**config.mk**
```make
export PLATFORM = sky130hd
export DESIGN_NAME = button_click_and_hold_classifier_top
export DESIGN_NICKNAME = d
export VERILOG_FILES = /design/src/bcah_pkg.sv /design/src/button_click_and_hold_classifier_top.sv
export SDC_FILE = /design/constraint.sdc
export NUM_CORES = 1
export LEC_CHECK = 0
export BUFFER_PORTS_ARGS = -buffer_cell sky130_fd_sc_hd__buf_4
export CORE_MARGIN = 3
export CORE_UTILIZATION = 55
export DETAILED_ROUTE_END_ITERATION = 16
export PLACE_DENSITY = 0.72
export SLEW_MARGIN = 15
export SYNTH_ARGS = -nofsm -noshare
export SYNTH_HDL_FRONTEND = slang
export SYNTH_SLANG_ARGS = --single-unit
```
**constraint.sdc**
```tcl
create_clock -name clk -period 23.4 [get_ports clk]
set_clock_uncertainty 0.05 [all_clocks]
set_input_delay 2.34 -clock clk [delete_from_list [all_inputs] [get_ports clk]]
set_output_delay 2.34 -clock clk [all_outputs]
set_load 0.005 [all_outputs]
```
**src/bcah_pkg.sv**
```systemverilog
package bcah_pkg;

  localparam int BUTTONS_DEF = 4;
  localparam int HOLD_STEP = 5;
  localparam int CFG_AW = 3;
  localparam int CFG_DW = 16;

  // register indexes on the configuration port
  localparam logic [CFG_AW-1:0] REG_PRESSED_LEVEL = 3'd0;
  localparam logic [CFG_AW-1:0] REG_HOLD_PERIOD = 3'd1;
  localparam logic [CFG_AW-1:0] REG_RELEASE_DELAY = 3'd2;
  localparam logic [CFG_AW-1:0] REG_PRESS_LIMIT = 3'd3;
  localparam logic [CFG_AW-1:0] REG_HOLD_LIMIT = 3'd4;
  localparam logic [CFG_AW-1:0] REG_UNKNOWN_CODE = 3'd5;

  localparam logic OP_LEVEL = 1'b0;
  localparam logic OP_TICK = 1'b1;

  localparam logic KIND_HOLD = 1'b0;
  localparam logic KIND_FINAL = 1'b1;

  typedef enum logic [1:0] {
    HS_IDLE,
    HS_PENDING,
    HS_ARMED
  } hold_st_t;

  typedef enum logic [2:0] {
    ST_IDLE,
    ST_LVL_RD,
    ST_LVL_WR,
    ST_HOLD_RD,
    ST_HOLD_WR,
    ST_REL_RD,
    ST_REL_WR,
    ST_FLUSH
  } st_t;

  typedef struct packed {
    logic       pressed;
    logic       released;
    logic       holding;
    logic [3:0] clicks;
    logic [7:0] holds;
  } btn_ent_t;

  typedef struct packed {
    logic       kind;
    logic [1:0] btn;
    logic [7:0] code;
    logic       last;
  } rpt_t;

  // h / 5 for an 8-bit h: multiply by 205/1024, exact over 0..255
  function automatic logic [5:0] div5(input logic [7:0] h);
    logic [15:0] p;
    p = 16'(h) * 16'd205;
    return p[15:10];
  endfunction

endpackage

```
**src/button_click_and_hold_classifier_top.sv**
```systemverilog
// Click and hold classifier for a small set of buttons.
// Input stream: one word per event. in_tuser = 0 is a settled level change of
// button in_tdata[1:0] to level in_tdata[2]; in_tuser = 1 is a millisecond tick.
// Output stream: reports. out_tuser is the kind (0 hold progress, 1 final),
// out_tdata holds the button and the code, out_tlast marks the last report of
// the tick that caused it. Level changes give no report.
// Per-button flags and counts live in a small synchronous RAM, one entry per
// button; each access is a read cycle followed by a modify/write cycle.
// A level change is accepted, then read and written back. A tick starts a
// hold pass and then a release pass over all buttons when each is due (either
// may be skipped), then closes the report burst; the RAM walk steps one button
// per read and modify/write pair.
// Reports leave through an output register; the next event is taken while the
// last report still waits there. A stalled receiver freezes the walk at the
// next report until the output register drains.
// Reset (rst_n, synchronous, active low) clears all buttons through per-entry
// valid bits at once, stops both timers and restores the register defaults.
module button_click_and_hold_classifier_top
  import bcah_pkg::*;
#(
  parameter int BUTTONS = BUTTONS_DEF
) (
  input  logic              clk,
  input  logic              rst_n,
  input  logic              in_tvalid,
  output logic              in_tready,
  input  logic [7:0]        in_tdata,   // [1:0] button, [2] level
  input  logic              in_tuser,   // [0] op
  output logic              out_tvalid,
  input  logic              out_tready,
  output logic [15:0]       out_tdata,  // [1:0] button_index, [9:2] code
  output logic              out_tuser,  // [0] report_kind
  output logic              out_tlast,
  input  logic              cfg_we,
  input  logic [CFG_AW-1:0] cfg_addr,
  input  logic [CFG_DW-1:0] cfg_wdata
);

  localparam int IW = (BUTTONS > 1) ? $clog2(BUTTONS) : 1;
  localparam logic [IW-1:0] LAST_IDX = IW'(BUTTONS - 1);

  // configuration
  logic        plevel_r;
  logic [15:0] hperiod_r;
  logic [15:0] rdelay_r;
  logic [3:0]  plimit_r;
  logic [7:0]  hlimit_r;
  logic [7:0]  ucode_r;

  st_t         state_r, state_nxt;
  hold_st_t    hs_r, hs_nxt;
  logic [15:0] htmr_r, htmr_nxt;
  logic        rel_arm_r, rel_arm_nxt;
  logic [15:0] rel_cnt_r, rel_cnt_nxt;
  logic        rel_run_r, rel_run_nxt;
  logic        any_r, any_nxt;
  logic [IW-1:0] idx_r, idx_nxt;
  logic        lvl_r, lvl_nxt;
  logic        pend_vld_r, pend_vld_nxt;
  rpt_t        pend_r, pend_nxt;
  logic        out_vld_r, out_vld_nxt;
  rpt_t        out_r, out_nxt;

  btn_ent_t    mem_r [BUTTONS];
  logic [BUTTONS-1:0] vld_r;
  btn_ent_t    rd_q_r;
  logic        rd_vld_r;

  logic        mem_we;
  btn_ent_t    mem_wd;
  logic        vld_wd;

  logic        accept;
  logic        in_op;
  logic [1:0]  in_btn;
  logic        btn_ok;
  logic        hold_go;
  logic        rel_go;
  logic        slot_free;
  logic        stall;
  logic        emit;
  rpt_t        emit_rpt;
  btn_ent_t    ent;
  btn_ent_t    ent_new;
  logic [7:0]  h1;
  logic [5:0]  q5;
  logic [7:0]  rem5;
  logic [7:0]  hcode;

  assign in_tready  = (state_r == ST_IDLE);
  assign accept     = in_tvalid && in_tready;
  assign in_op      = in_tuser;
  assign in_btn     = in_tdata[1:0];
  assign btn_ok     = (32'(in_btn) < BUTTONS);
  assign slot_free  = !out_vld_r || out_tready;
  assign ent        = rd_vld_r ? rd_q_r : '0;

  assign hold_go = (hs_r == HS_PENDING) || ((hs_r == HS_ARMED) && (htmr_r <= 16'd1));
  assign rel_go  = rel_arm_r && (rel_cnt_r <= 16'd1);

  assign out_tvalid = out_vld_r;
  assign out_tdata  = {6'd0, out_r.code, out_r.btn};
  assign out_tuser  = out_r.kind;
  assign out_tlast  = out_r.last;

  // per-button arithmetic for the current entry
  always_comb begin
    h1    = (ent.holds == 8'hFF) ? 8'hFF : ent.holds + 8'd1;
    q5    = div5(rd_q_r.holds);
    if (state_r == ST_HOLD_WR) begin
      q5 = div5(h1);
    end
    rem5  = h1 - 8'(q5) * 8'(HOLD_STEP);
    hcode = 8'(q5) + 8'(plimit_r);
  end

  // next state
  always_comb begin
    state_nxt = state_r;
    case (state_r)
      ST_IDLE: begin
        if (accept) begin
          if (in_op == OP_LEVEL) begin
            if (btn_ok) state_nxt = ST_LVL_RD;
          end else if (hold_go) begin
            state_nxt = ST_HOLD_RD;
          end else if (rel_go) begin
            state_nxt = ST_REL_RD;
          end
        end
      end
      ST_LVL_RD:  state_nxt = ST_LVL_WR;
      ST_LVL_WR:  state_nxt = ST_IDLE;
      ST_HOLD_RD: state_nxt = ST_HOLD_WR;
      ST_HOLD_WR: begin
        if (!stall) begin
          if (idx_r != LAST_IDX) state_nxt = ST_HOLD_RD;
          else if (rel_run_r) state_nxt = ST_REL_RD;
          else state_nxt = ST_FLUSH;
        end
      end
      ST_REL_RD:  state_nxt = ST_REL_WR;
      ST_REL_WR: begin
        if (!stall) begin
          state_nxt = (idx_r != LAST_IDX) ? ST_REL_RD : ST_FLUSH;
        end
      end
      ST_FLUSH: begin
        if (!pend_vld_r || slot_free) state_nxt = ST_IDLE;
      end
      default: state_nxt = ST_IDLE;
    endcase
  end

  // datapath and outputs
  always_comb begin
    hs_nxt       = hs_r;
    htmr_nxt     = htmr_r;
    rel_arm_nxt  = rel_arm_r;
    rel_cnt_nxt  = rel_cnt_r;
    rel_run_nxt  = rel_run_r;
    any_nxt      = any_r;
    idx_nxt      = idx_r;
    lvl_nxt      = lvl_r;
    pend_vld_nxt = pend_vld_r;
    pend_nxt     = pend_r;
    out_vld_nxt  = out_tready ? 1'b0 : out_vld_r;
    out_nxt      = out_r;
    mem_we       = 1'b0;
    mem_wd       = ent;
    vld_wd       = 1'b1;
    emit         = 1'b0;
    emit_rpt     = '0;
    ent_new      = ent;
    stall        = 1'b0;

    case (state_r)
      ST_IDLE: begin
        if (accept) begin
          idx_nxt = '0;
          any_nxt = 1'b0;
          if (in_op == OP_LEVEL) begin
            idx_nxt = IW'(in_btn);
            lvl_nxt = in_tdata[2];
          end else begin
            if (hs_r == HS_ARMED && htmr_r > 16'd1) htmr_nxt = htmr_r - 16'd1;
            rel_run_nxt = rel_go;
            if (rel_arm_r) begin
              if (rel_go) begin
                rel_arm_nxt = 1'b0;
                rel_cnt_nxt = '0;
              end else begin
                rel_cnt_nxt = rel_cnt_r - 16'd1;
              end
            end
          end
        end
      end

      ST_LVL_WR: begin
        mem_we = 1'b1;
        if (lvl_r == plevel_r) begin
          ent_new.clicks  = (ent.clicks == 4'hF) ? 4'hF : ent.clicks + 4'd1;
          ent_new.holding = 1'b0;
          ent_new.holds   = '0;
          ent_new.pressed = 1'b1;
          ent_new.released = 1'b0;
          if (!ent.pressed) begin
            hs_nxt   = HS_PENDING;
            htmr_nxt = '0;
          end
        end else begin
          ent_new.released = 1'b1;
          ent_new.pressed  = 1'b0;
          rel_arm_nxt = 1'b1;
          rel_cnt_nxt = rdelay_r;
        end
        mem_wd = ent_new;
      end

      ST_HOLD_WR: begin
        if (ent.pressed) begin
          ent_new.holds = h1;
          if (h1 >= 8'(HOLD_STEP)) begin
            ent_new.holding = 1'b1;
            ent_new.clicks  = '0;
          end
          emit = (rem5 == 8'd0);
          emit_rpt = '{kind: KIND_HOLD, btn: 2'(idx_r), code: hcode, last: 1'b0};
        end
        stall = emit && pend_vld_r && !slot_free;
        if (!stall) begin
          mem_we = ent.pressed;
          mem_wd = ent_new;
          if (idx_r != LAST_IDX) begin
            idx_nxt = idx_r + IW'(1);
            any_nxt = any_r | ent.pressed;
          end else begin
            idx_nxt = '0;
            if (any_r | ent.pressed) begin
              hs_nxt   = HS_ARMED;
              htmr_nxt = hperiod_r;
            end else begin
              hs_nxt   = HS_IDLE;
              htmr_nxt = '0;
            end
          end
        end
      end

      ST_REL_WR: begin
        if (ent.released) begin
          emit = 1'b1;
          emit_rpt.kind = KIND_FINAL;
          emit_rpt.btn  = 2'(idx_r);
          if (!ent.holding) begin
            emit_rpt.code = (ent.clicks >= plimit_r) ? ucode_r : 8'(ent.clicks);
          end else begin
            emit_rpt.code = (hcode >= hlimit_r) ? ucode_r : hcode;
          end
        end
        stall = emit && pend_vld_r && !slot_free;
        if (!stall) begin
          // clear the button by dropping its valid bit
          mem_we = ent.released;
          vld_wd = 1'b0;
          if (idx_r != LAST_IDX) idx_nxt = idx_r + IW'(1);
        end
      end

      ST_FLUSH: begin
        if (pend_vld_r && slot_free) begin
          out_vld_nxt  = 1'b1;
          out_nxt      = pend_r;
          out_nxt.last = 1'b1;
          pend_vld_nxt = 1'b0;
        end
      end

      default: ;
    endcase

    // hold each report back one step so the last of a burst can be marked
    if (emit && !stall) begin
      if (pend_vld_r) begin
        out_vld_nxt = 1'b1;
        out_nxt     = pend_r;
      end
      pend_vld_nxt = 1'b1;
      pend_nxt     = emit_rpt;
    end
  end

  always_ff @(posedge clk) begin
    rd_q_r   <= mem_r[idx_r];
    rd_vld_r <= vld_r[idx_r];
    if (mem_we) begin
      mem_r[idx_r] <= mem_wd;
    end
  end

  always_ff @(posedge clk) begin
    if (!rst_n) begin
      vld_r <= '0;
    end else if (mem_we) begin
      vld_r[idx_r] <= vld_wd;
    end
  end

  always_ff @(posedge clk) begin
    if (!rst_n) begin
      plevel_r  <= 1'b0;
      hperiod_r <= 16'd200;
      rdelay_r  <= 16'd500;
      plimit_r  <= 4'd6;
      hlimit_r  <= 8'd10;
      ucode_r   <= 8'd0;
    end else if (cfg_we) begin
      case (cfg_addr)
        REG_PRESSED_LEVEL: plevel_r  <= cfg_wdata[0];
        REG_HOLD_PERIOD:   hperiod_r <= cfg_wdata;
        REG_RELEASE_DELAY: rdelay_r  <= cfg_wdata;
        REG_PRESS_LIMIT:   plimit_r  <= cfg_wdata[3:0];
        REG_HOLD_LIMIT:    hlimit_r  <= cfg_wdata[7:0];
        REG_UNKNOWN_CODE:  ucode_r   <= cfg_wdata[7:0];
        default: ;
      endcase
    end
  end

  always_ff @(posedge clk) begin
    if (!rst_n) begin
      state_r    <= ST_IDLE;
      hs_r       <= HS_IDLE;
      htmr_r     <= '0;
      rel_arm_r  <= 1'b0;
      rel_cnt_r  <= '0;
      rel_run_r  <= 1'b0;
      any_r      <= 1'b0;
      idx_r      <= '0;
      pend_vld_r <= 1'b0;
      out_vld_r  <= 1'b0;
    end else begin
      state_r    <= state_nxt;
      hs_r       <= hs_nxt;
      htmr_r     <= htmr_nxt;
      rel_arm_r  <= rel_arm_nxt;
      rel_cnt_r  <= rel_cnt_nxt;
      rel_run_r  <= rel_run_nxt;
      any_r      <= any_nxt;
      idx_r      <= idx_nxt;
      pend_vld_r <= pend_vld_nxt;
      out_vld_r  <= out_vld_nxt;
    end
  end

  always_ff @(posedge clk) begin
    lvl_r  <= lvl_nxt;
    pend_r <= pend_nxt;
    out_r  <= out_nxt;
  end

endmodule
```
Yosys cells after proc, flatten, opt, wreduce, memory -nomap -nowiden
Memories as Yosys holds them, arrays and structs flattened. A register that Yosys moved wholly into a read port is not among the register bits. Cells that the tools add are included.

Flip-flop bits (word level): 127. RAM bits: 60. Bits of input ports: 33. Output and inout bits: 20. Logic and storage cells: 221. Memories kept: 1.

Memories: mem_r (words 4, bits a word 15, read ports 1, clocked after Yosys merged registers in 1, wr ports 1, RTL line button_click_and_hold_classifier_top.sv:64) `btn_ent_t mem_r [BUTTONS];`.

Add/sub/neg operators: 7. $mul: 3. Magnitude comparators: 8. Equality and inequality tests: 34. Muxes and demuxes: 95. Bitwise gates (word level): 2. Reduce and logical (&&, ||, !) cells: 44.

Operator list (number): $mux 16 (13); $mux 12 (4); $pmux 16 s3 (1); $mux 13 (3); $le 16x1->1 const B (2); $mul 8x8->16 const B (2); $mux 8 (4); $pmux 16 s2 (1); $sub 16x1->16 const B (2); $pmux 15 s2 (1); $mux 1 (28); $mux 2 (14); $mux 3 (8); $pmux 3 s8 (1); $mux 11 (2); $ne 2x2->1 const B (11); $pmux 11 s2 (1); $reduce_and 5->1 (4); $eq 3x3->1 const B (6); $gt 16x1->1 const B (1); $mux 15 (1); $reduce_and 2->1 (7); $eq 3x2->1 const B (4); $logic_and 1x1->1 (11); other kinds (40) (61).

Logic depth before layout (Yosys ltp)
Gate-level depths: netlist of the first run.

Depth in word-level cells: 17. Gate-level depth with buffers: 41. Gate-level depth less buffers: 39.

Least setup slack after synthesis of the first run
No wires, ideal clock.

Kind: register to register. From: reg rd_vld_r. To: mem mem_r[0][0] (netlist name), enable pin. Library setup time: 359 ps. Arrival time: 8229 ps. Required time: 22991 ps. Setup slack: 14762 ps. Cell stages (with the launch flop): 39. Period minus slack after synthesis: 8638 ps. Path through: dfxtp_1 -> buf_2 -> nand2_1 -> nor3_1 -> and3_1 -> nand3_1 -> o211ai_1 -> inv_1 -> ha_1 -> inv_1 -> fa_1 -> inv_1 -> fa_1 -> inv_1 -> fa_1 -> inv_1 -> ha_1 -> nand2_1 -> [... 3 more ...] -> o21ai_0 -> nand2b_1 -> a21oi_1 -> mux2i_1 -> nor2_1 -> inv_1 -> ha_1 -> fa_1 -> inv_1 -> ha_1 -> a21oi_1 -> o21bai_1 -> a21oi_1 -> a21bo_1 -> xnor3_2 -> a21oi_1 -> o21ai_0 -> inv_1.

Longest elaborated chain between the ends: 16. Elaborated cells on any way between the ends: 22. Classes of those cells: 2 x add/sub; 2 x mul; 1 x eq/ne; 12 x mux; 5 x reduce/logical.

Ends and longest elaborated chain: start: declaration (RTL line button_click_and_hold_classifier_top.sv:67) `logic rd_vld_r;`; start signal: assignment (RTL line button_click_and_hold_classifier_top.sv:296) `rd_vld_r <= vld_r[idx_r];`; $mux 15 * (RTL line button_click_and_hold_classifier_top.sv:96) `assign ent = rd_vld_r ? rd_q_r : '0;`; $add 8x1->8 / $eq 8x8->1 (equally long branches) (RTL line button_click_and_hold_classifier_top.sv:108) `h1 = (ent.holds == 8'hFF) ? 8'hFF : ent.holds + 8'd1;`; $mux 8 (RTL line button_click_and_hold_classifier_top.sv:108); $mul 8x8->16 (RTL line bcah_pkg.sv:57) `p = 16'(h) * 16'd205;`; $mux 6 (RTL line button_click_and_hold_classifier_top.sv:110) `if (state_r == ST_HOLD_WR) begin`; $mul 6x3->8 (RTL line button_click_and_hold_classifier_top.sv:113) `rem5 = h1 - 8'(q5) * 8'(HOLD_STEP);`; $sub 8x8->8 (RTL line button_click_and_hold_classifier_top.sv:113); $logic_not 8->1 (RTL line button_click_and_hold_classifier_top.sv:228) `emit = (rem5 == 8'd0);`; $mux 1 (RTL line button_click_and_hold_classifier_top.sv:222) `if (ent.pressed) begin`; $mux 1 (RTL line button_click_and_hold_classifier_top.sv:177) `case (state_r)`; $logic_and 1x1->1 (2 in series) (RTL line button_click_and_hold_classifier_top.sv:231) `stall = emit && pend_vld_r && !slot_free;`; $mux 1 (RTL line button_click_and_hold_classifier_top.sv:232) `if (!stall) begin`; $pmux 1 s3 * (RTL line button_click_and_hold_classifier_top.sv:177); $mux 1 * (RTL line button_click_and_hold_classifier_top.sv:297) `if (mem_we) begin`; $mux 1 (not written as such) * (RTL line button_click_and_hold_classifier_top.sv:298) `mem_r[idx_r] <= mem_wd;`; end: declaration (RTL line button_click_and_hold_classifier_top.sv:64).

Mark *: on every way between the ends. The rest lies on a longest branch, timed or not. The select of a mux whose other input is x is not followed.

Final worst setup path of the first run
From: reg rd_vld_r. To: mem mem_r[0][11] (netlist name), enable pin.

Same word-level chain as after synthesis.

==> results of run 1 <==
-- stage by stage --
stage	utilization	instances
global placement	0.5836	1577
detailed placement	0.5836	1577
finish	0.6173	1617
floorplan	-	1301
CTS	0.6173	1617
global route	0.6173	1617
-- sequential cells by signal, summed over array words and instances (netlist names), 2 cells and up, named ones only --
register,cells
rdelay_r,16
htmr_r,16
hs_r,2
hperiod_r,16
state_r,3
pend_r,11
hlimit_r,8
mem_r,60
vld_r,4
ucode_r,8
rel_cnt_r,16
rd_q_r,15
idx_r,2
plimit_r,4
-- layout by cell type, fill, tap and decap left out, types with 10 or more instances in the layout --
cell       count
nand3_1       25
fa_1          28
buf_4         49
a211oi_1      11
nand2_1      200
mux4_2        16
nand2b_1      14
nor2b_1       13
nor2_1        65
nor3_1        31
and3_1        10
xor2_1        15
mux2i_1       16
o21ai_0       51
ha_1         124
edfxtp_1      84
clkbuf_16     23
xnor2_1       23
and2_1        19
a21o_1        13
inv_1        127
a21oi_1       92
dfxtp_1      117
-- path summary, 6_finish.rpt --
check | start | to | slack [ns] | cells after the start
hold reg to reg | htmr_r[13]$_SDFFE_PN0P_ | htmr_r[13]$_SDFFE_PN0P_ | 0.40 | 2
setup / recovery | rd_vld_r$_DFF_P_ | mem_r[0][11]$_DFFE_PP_ | 12.74 | 36
hold / removal | htmr_r[13]$_SDFFE_PN0P_ | htmr_r[13]$_SDFFE_PN0P_ | 0.40 | 2
setup reg to reg | rd_vld_r$_DFF_P_ | mem_r[0][11]$_DFFE_PP_ | 12.74 | 36
-- worst max-delay path, delay by kind of cell, from the launching register on --
family	cells	cell delay, ns
AO/OA/AOI/OAI	10	2.48
XOR/XNOR	2	0.45
adder cells (fa/ha/maj)	7	2.99
buffers and inverters	7	1.40
flip-flops	1	0.80
multiplexers	1	0.31
AND/OR/NAND/NOR	9	1.78
-- logic make-up (layout without fill, tap and decap cells) --
family	count (synthesis)	in the layout	synth area share
xor+xnor	39	39	0.02905
simple gates	417	417	0.1567
flops	201	201	0.3963
compound gates	271	271	0.1436
mux	33	33	0.04332
other cells	1	6	0.0003055
fa+ha+maj	152	152	0.1721
buf+inv	182	218	0.05861
-- layer usage --
metal / wire, um / share of wire / vias to the layer above
li1: - / - / 4571
met1: 11980 / 0.43 / 4418
met2: 14050 / 0.50 / 239
met3: 1316 / 0.047 / 49
met4: 686 / 0.024 / 0
met5: 0 / 0 / -
-- cell type report --
| type | instances | area, um2 |
|---|---|---|
| Clock buffer | 31 | 646.9 |
| Clock inverter | 9 | 90.09 |
| Fill cell | 1807 | 8378 |
| Inverter | 129 | 484.2 |
| Multi-Input combinational cell | 918 | 6709 |
| Sequential cell | 201 | 4865 |
| Tap cell | 280 | 350.3 |
| Timing Repair Buffer | 49 | 367.9 |
==> metrics.cfg, run 1 <==
[logic_synthesis]
avgSynthCellArea_um2=9.471
synthFlopType=dfxtp_1
yosysWarnings=0
yosys.area.top_type_share=0.2055
synth.distinct_cells=76
synth_edf_count=84
synth_area_leaders=edfxtp_1, dfxtp_1, ha_1
syn_area_um2=12270
synth_seq_area_share=0.3963
yosys.area.top_type=edfxtp_1
ys_ff_latch=201
syn_inst=1296
yosysMostFrequentCell=nand2_1
async_reset_ff_frac=0
synth_top_cells_by_count=nand2_1, inv_1, ha_1, dfxtp_1, a21oi_1

[die]
num_rows=54
die_h_um=155.4
initial_utilization=0.5607
design.die.area_um2=24150
die_w_um=155.4
io_pins=53
core_um2=21890

[layout]
area_growth_pct=10.09
layout-drive-gt1-share=0.08302
fin_area_um2=13510
diodes=0
nets=1506

[grt]
grt_pass1_wl_um=45730
grt_util_all_layers=0.2315
gr-usage-met3=0.03115
grt_overflow=0
grt_pass1_vias=9054
antenna_found_initial=0
use_met1=0.2989
gr-usage-met2=0.4078
top_usage_layer=met2
grt_max_degree=48

[clock_tree]
cts_buffers=22
cts.sinks=201
clkLatencyLatePin_ns=0.50
path_clk_slew_ns=0.06
cts_tree=yes
htree_levels=1
clockBufferDepth=3
clock-root-buffer=clkbuf_16
ctsHoldBuffers=0
post_cts_buffers=0
cts_resized=0

[critical_path]
timing.critical_path.to_type=flip-flop
cp-start-kind=flip-flop
critical_path.max_stage_delay_ns=0.80
crit_arrival_ns=10.73
cp.required_ns=23.47
crit_top_cell=inv_1
critPathSlowestCell=dfxtp_1
crit_type=flip-flop to flip-flop
critPathMaxFanout=21

[sta]
holdWs_ns=0.4030
fin_crit_sh=0.4554
relSlewSlack=0.2912
setup_ws_ns=12.74
drv_slew=0
max_freq_ghz=0.09383
tightestPinTransition_ns=1.056
fin_crit_ns=10.66
setup_tns_ns=0
rsz0062_at_grt=false
hold_violations=0
setup_viol=0

[placement]
portBuffers=41
placed_cell_area_um2=12780
place.gp.congestion=0.8657
pre_cts_slack_ns=12.73
dp_hpwl_um=20330

[detailed_routing]
viasPerCell=5.737
vias=9277
avgRoutedWirePerCell_um=17.34
routed_wl_um=28040
drtAntennaViolNets=0
drt_iter0_markers=495
drt_drc_violations_left=0
drt-pass1-iter-count=5

[job]
drv_cap=0

[min_path]
hold_path.class=flip-flop to flip-flop

[status]
status=finished clean

Power of run 1 is not shown: default switching activity piles up to over one toggle a cycle in this logic, so the estimate is an artifact.
==> run 2, diff against run 1 <==
- clock period: 23.4 -> 11 ns (I/O delays scaled with it)
==> metrics.cfg, run 2 (synthesized netlist as in run 1, its figures left out) <==
[status]
status=finished clean

[clock_tree]
clkLatencyLatePin_ns=0.51  ; about the same
cts_resized=0  ; unchanged
clockBufferDepth=3  ; unchanged
htree_levels=1  ; unchanged
cts_tree=yes
ctsHoldBuffers=0  ; unchanged
path_clk_slew_ns=0.06  ; about the same
post_cts_buffers=0  ; unchanged
cts_buffers=22  ; unchanged
cts.sinks=201  ; unchanged
clock-root-buffer=clkbuf_16

[placement]
dp_hpwl_um=20190  ; -0.70%
place.gp.congestion=0.9262  ; +7.0%
portBuffers=41  ; unchanged

[detailed_routing]
vias=9296  ; +0.20%
routed_wl_um=27780  ; -0.92%
drt-pass1-iter-count=7  ; +2
drtAntennaViolNets=0  ; unchanged
drt_drc_violations_left=0  ; unchanged
drt_iter0_markers=572  ; +16%
avgRoutedWirePerCell_um=17.11  ; -1.3%
viasPerCell=5.728  ; -0.17%

[sta]
setup_viol=0  ; unchanged
fin_crit_sh=0.9039  ; +0.4485
tightestPinTransition_ns=1.174  ; +0.1179 ns
fin_crit_ns=9.943  ; -0.7143 ns
rsz0062_at_grt=false
hold_violations=0  ; unchanged
holdWs_ns=0.3975  ; -0.005410 ns
drv_slew=0  ; unchanged
max_freq_ghz=0.1006  ; +7.2%
relSlewSlack=0.2120  ; -0.07911
setup_tns_ns=0  ; unchanged

[critical_path]
cp-start-kind=flip-flop
timing.critical_path.to_type=flip-flop
crit_type=flip-flop to flip-flop
worstReg2RegStart=rd_q_r[0]$_DFF_P_
cp.required_ns=11.08  ; -12.39 ns
crit_buf_inv=9  ; +2
crit_path_start=rd_q_r[0]$_DFF_P_
critPathSlowestCell=inv_1
r2r_slack_ns=1.06  ; -11.69 ns
path_delay_family=adder cells
critPathMaxFanout=15  ; -29%
crit_top_cell=inv_1
crit_arrival_ns=10.02  ; -0.71 ns
critical_path.max_stage_delay_ns=0.55  ; -0.25 ns

[layout]
diodes=0  ; unchanged
final_cell_mix=nand2_1, inv_1, ha_1
layout-drive-gt1-share=0.08935  ; +0.006331
regMostFlops=mem_r
layout_commonest_cell=nand2_1
nets=1512  ; +0.40%
area_growth_pct=11.09
largest_register_ffs=60  ; unchanged

[die]
die_w_um=155.4  ; unchanged
core_um2=21890  ; unchanged
num_rows=54  ; unchanged
design.die.area_um2=24150  ; unchanged
initial_utilization=0.5607  ; unchanged
die_h_um=155.4  ; unchanged
io_pins=53  ; unchanged

[grt]
grt_util_all_layers=0.2321  ; +0.0006198
antenna_found_initial=0  ; unchanged
grt_pass1_wl_um=46000  ; +0.57%
grt_pass1_vias=9030  ; -0.27%
grt_overflow=0  ; unchanged
grt_max_degree=47  ; -2.1%

[min_path]
holdCritStartpoint=htmr_r[13]$_SDFFE_PN0P_
hold_path.class=flip-flop to flip-flop

[job]
drv_cap=0  ; unchanged

run 2: metrics by stage:
step	setup WS (ns)	std cells	area, um2	utilization
after global placement	1.282	1583	12820	0.5857
after CTS	1.113	1623	13640	0.6229
after detailed placement	1.118	1583	12820	0.5857
final	1.057	1623	13640	0.6229
after global routing	0.2570	1623	13640	0.6229
after floorplan	2.362	1301	12290	-
run 2: final timing paths:
path,end,cells past startpoint
min,htmr_r[13]$_SDFFE_PN0P_,2
min reg2reg,htmr_r[13]$_SDFFE_PN0P_,2
max,mem_r[3][9]$_DFFE_PP_,39
max reg2reg,mem_r[3][9]$_DFFE_PP_,39
run 2: final cells by class:
cell class	count	area, um2
timing repair buffer	55	412.9
clock inverter	8	143.9
multi-input combinational	918	6709
sequential	201	4865
inverter	129	484.2
fill	1817	8255
tap	280	350.3
clock buffer	32	670.6
run 2: worst reg2reg max path: cells and delay by family (launching register included):
family	cells	cell delay, ns
fa+ha+maj	8	3.31
simple gates	10	1.97
compound gates	9	1.77
mux	2	0.48
flops	1	0.53
buf+inv	9	1.27
xor+xnor	1	0.18
run 2: routing by layer:
layer,track usage,routed length (um)
met2,0.4103,14040
met1,0.3024,11740
met4,0.05919,610
met5,0,0
met3,0.02976,1383
Power of run 2 is left out for the same reason.
==> run 3, diff against run 2 <==
- CAP_MARGIN: not set -> 20
- CTS_CLUSTER_SIZE: not set -> 25
- clock period: 11 -> 9.7 ns (I/O delays scaled with it)
==> metrics.cfg, run 3 (synthesized netlist as in run 1, its figures left out) <==
[sta]
max_freq_ghz=0.1084  ; +7.8%
fin_crit_sh=0.9508  ; +0.04692
fin_crit_ns=9.223  ; -0.7200 ns
rsz0062_at_grt=false
hold_violations=0  ; unchanged
drv_slew=0  ; unchanged
setup_viol=0  ; unchanged
tightestPinTransition_ns=1.072  ; -0.1024 ns
relSlewSlack=0.2807  ; +0.06870
setup_tns_ns=0  ; unchanged

[critical_path]
worstReg2RegStart=rd_q_r[0]$_DFF_P_
r2r_slack_ns=0.48  ; -0.58 ns
crit_top_cell=inv_1
cp.required_ns=9.82  ; -1.26 ns
path_delay_family=adder cells
crit_buf_inv=8  ; -1
cp.depth=36  ; -7.7%
timing.critical_path.to_type=flip-flop
cp-start-kind=flip-flop
crit_type=flip-flop to flip-flop
critical_path.max_stage_delay_ns=0.53  ; -0.02 ns
crit_end=mem_r[2][13]$_DFFE_PP_
rr_endpoint=mem_r[2][13]$_DFFE_PP_
crit_arrival_ns=9.34  ; -0.68 ns
crit_path_start=rd_q_r[0]$_DFF_P_
critPathSlowestCell=fa_1
critPathMaxFanout=15  ; unchanged
rr_worst_depth=36  ; -7.7%

[clock_tree]
post_cts_buffers=0  ; unchanged
clockBufferDepth=3  ; unchanged
cts_resized=0  ; unchanged
htree_levels=1  ; unchanged
ctsHoldBuffers=0  ; unchanged
cts_tree=yes
cts.sinks=201  ; unchanged
path_clk_slew_ns=0.06  ; about the same
clkLatencyLatePin_ns=0.51  ; about the same
clock-root-buffer=clkbuf_16
cts_buffers=22  ; unchanged

[layout]
final_cell_count_no_fill=1630  ; +0.43%
layout_commonest_cell=nand2_1
final_cell_mix=nand2_1, inv_1, ha_1
diodes=0  ; unchanged
nets=1519  ; +0.46%
regMostFlops=mem_r
area_growth_pct=10.94
layout-drive-gt1-share=0.09852  ; +0.009166
largest_register_ffs=60  ; unchanged

[die]
initial_utilization=0.5607  ; unchanged
core_um2=21890  ; unchanged
die_h_um=155.4  ; unchanged
num_rows=54  ; unchanged
design.die.area_um2=24150  ; unchanged
io_pins=53  ; unchanged
die_w_um=155.4  ; unchanged

[detailed_routing]
drt_iter0_markers=571  ; -0.17%
drtAntennaViolNets=0  ; unchanged
drt_drc_violations_left=0  ; unchanged
vias=9394  ; +1.1%
routed_wl_um=28340  ; +2.0%
avgRoutedWirePerCell_um=17.38  ; +1.6%
drt-pass1-iter-count=5  ; -2
viasPerCell=5.763  ; +0.62%

[placement]
place.gp.congestion=0.8794  ; -5.1%
dp_hpwl_um=20660  ; +2.3%
place_inst=1590  ; +0.44%
portBuffers=41  ; unchanged

[min_path]
hold_depth=2  ; unchanged
hold_path.class=flip-flop to flip-flop

[status]
status=finished clean

[grt]
grt_util_all_layers=0.2333  ; +0.001139
grt_pass1_wl_um=46170  ; +0.37%
antenna_found_initial=0  ; unchanged
grt_overflow=0  ; unchanged
grt_pass1_vias=9235  ; +2.3%
grt_max_degree=48  ; +2.1%

[job]
drv_cap=0  ; unchanged

==> run 3: cell count changes in the layout (fill, tap and decap cells not counted), sizes merged <==
cell	before	now
buf	55	62
bufinv	4	1
clkbuf	32	29
clkinv	5	6
clkinvlp	0	2
inv	128	131
==> run 3: metal layers <==
layer | up-vias | GRT usage | share of wire
met5 | - | 0 | 0
met4 | 0 | 0.06461 | 0.024
met3 | 60 | 0.03060 | 0.048
met2 | 246 | 0.4173 | 0.51
met1 | 4472 | 0.2969 | 0.42
li1 | 4616 | - | -
==> run 3: cell type report <==
cell class,instances,area (um2)
timing repair buffer,62,465.4
multi-input combinational,918,6731
tap,280,350.3
clock inverter,11,91.34
sequential,201,4866
clock buffer,29,628.1
fill,1817,8274
inverter,129,484.2
==> run 3: how the worst min path moves through the flow <==
stage / startpoint / endpoint / slack, ns
2_1_floorplan: htmr_r[13]$_SDFFE_PN0P_ / htmr_r[13]$_SDFFE_PN0P_ / 0.37
3_3_place_gp: htmr_r[13]$_SDFFE_PN0P_ / htmr_r[13]$_SDFFE_PN0P_ / 0.38
3_5_place_dp: ucode_r[0]$_SDFFE_PN0P_ / ucode_r[0]$_SDFFE_PN0P_ / 0.40
4_1_cts: ucode_r[0]$_SDFFE_PN0P_ / ucode_r[0]$_SDFFE_PN0P_ / 0.41
5_1_grt: ucode_r[0]$_SDFFE_PN0P_ / ucode_r[0]$_SDFFE_PN0P_ / 0.42
6_report: ucode_r[2]$_SDFFE_PN0P_ / ucode_r[2]$_SDFFE_PN0P_ / 0.40
==> run 3: tightest hold or removal path, delay by kind of cell (launching register included) <==
family             cells  cell delay, ns
AOI/OAI and AO/OA      1            0.05
DFF                    1            0.31
and+or+nand+nor        1            0.05
==> run 3: metrics by stage <==
stage | setup slack [ns] | hold WS [ns] | instance area, um2 | utilization
3_3_place_gp | 0.5587 | 0.3842 | 12870 | 0.5881
2_1_floorplan | 1.062 | 0.3733 | 12290 | -
5_1_grt | 0.006226 | 0.4203 | 13620 | 0.6220
3_5_place_dp | 0.3494 | 0.3979 | 12870 | 0.5881
6_report | 0.4770 | 0.4036 | 13620 | 0.6220
4_1_cts | 0.3192 | 0.4072 | 13590 | 0.6209
Power of run 3 is left out for the same reason.
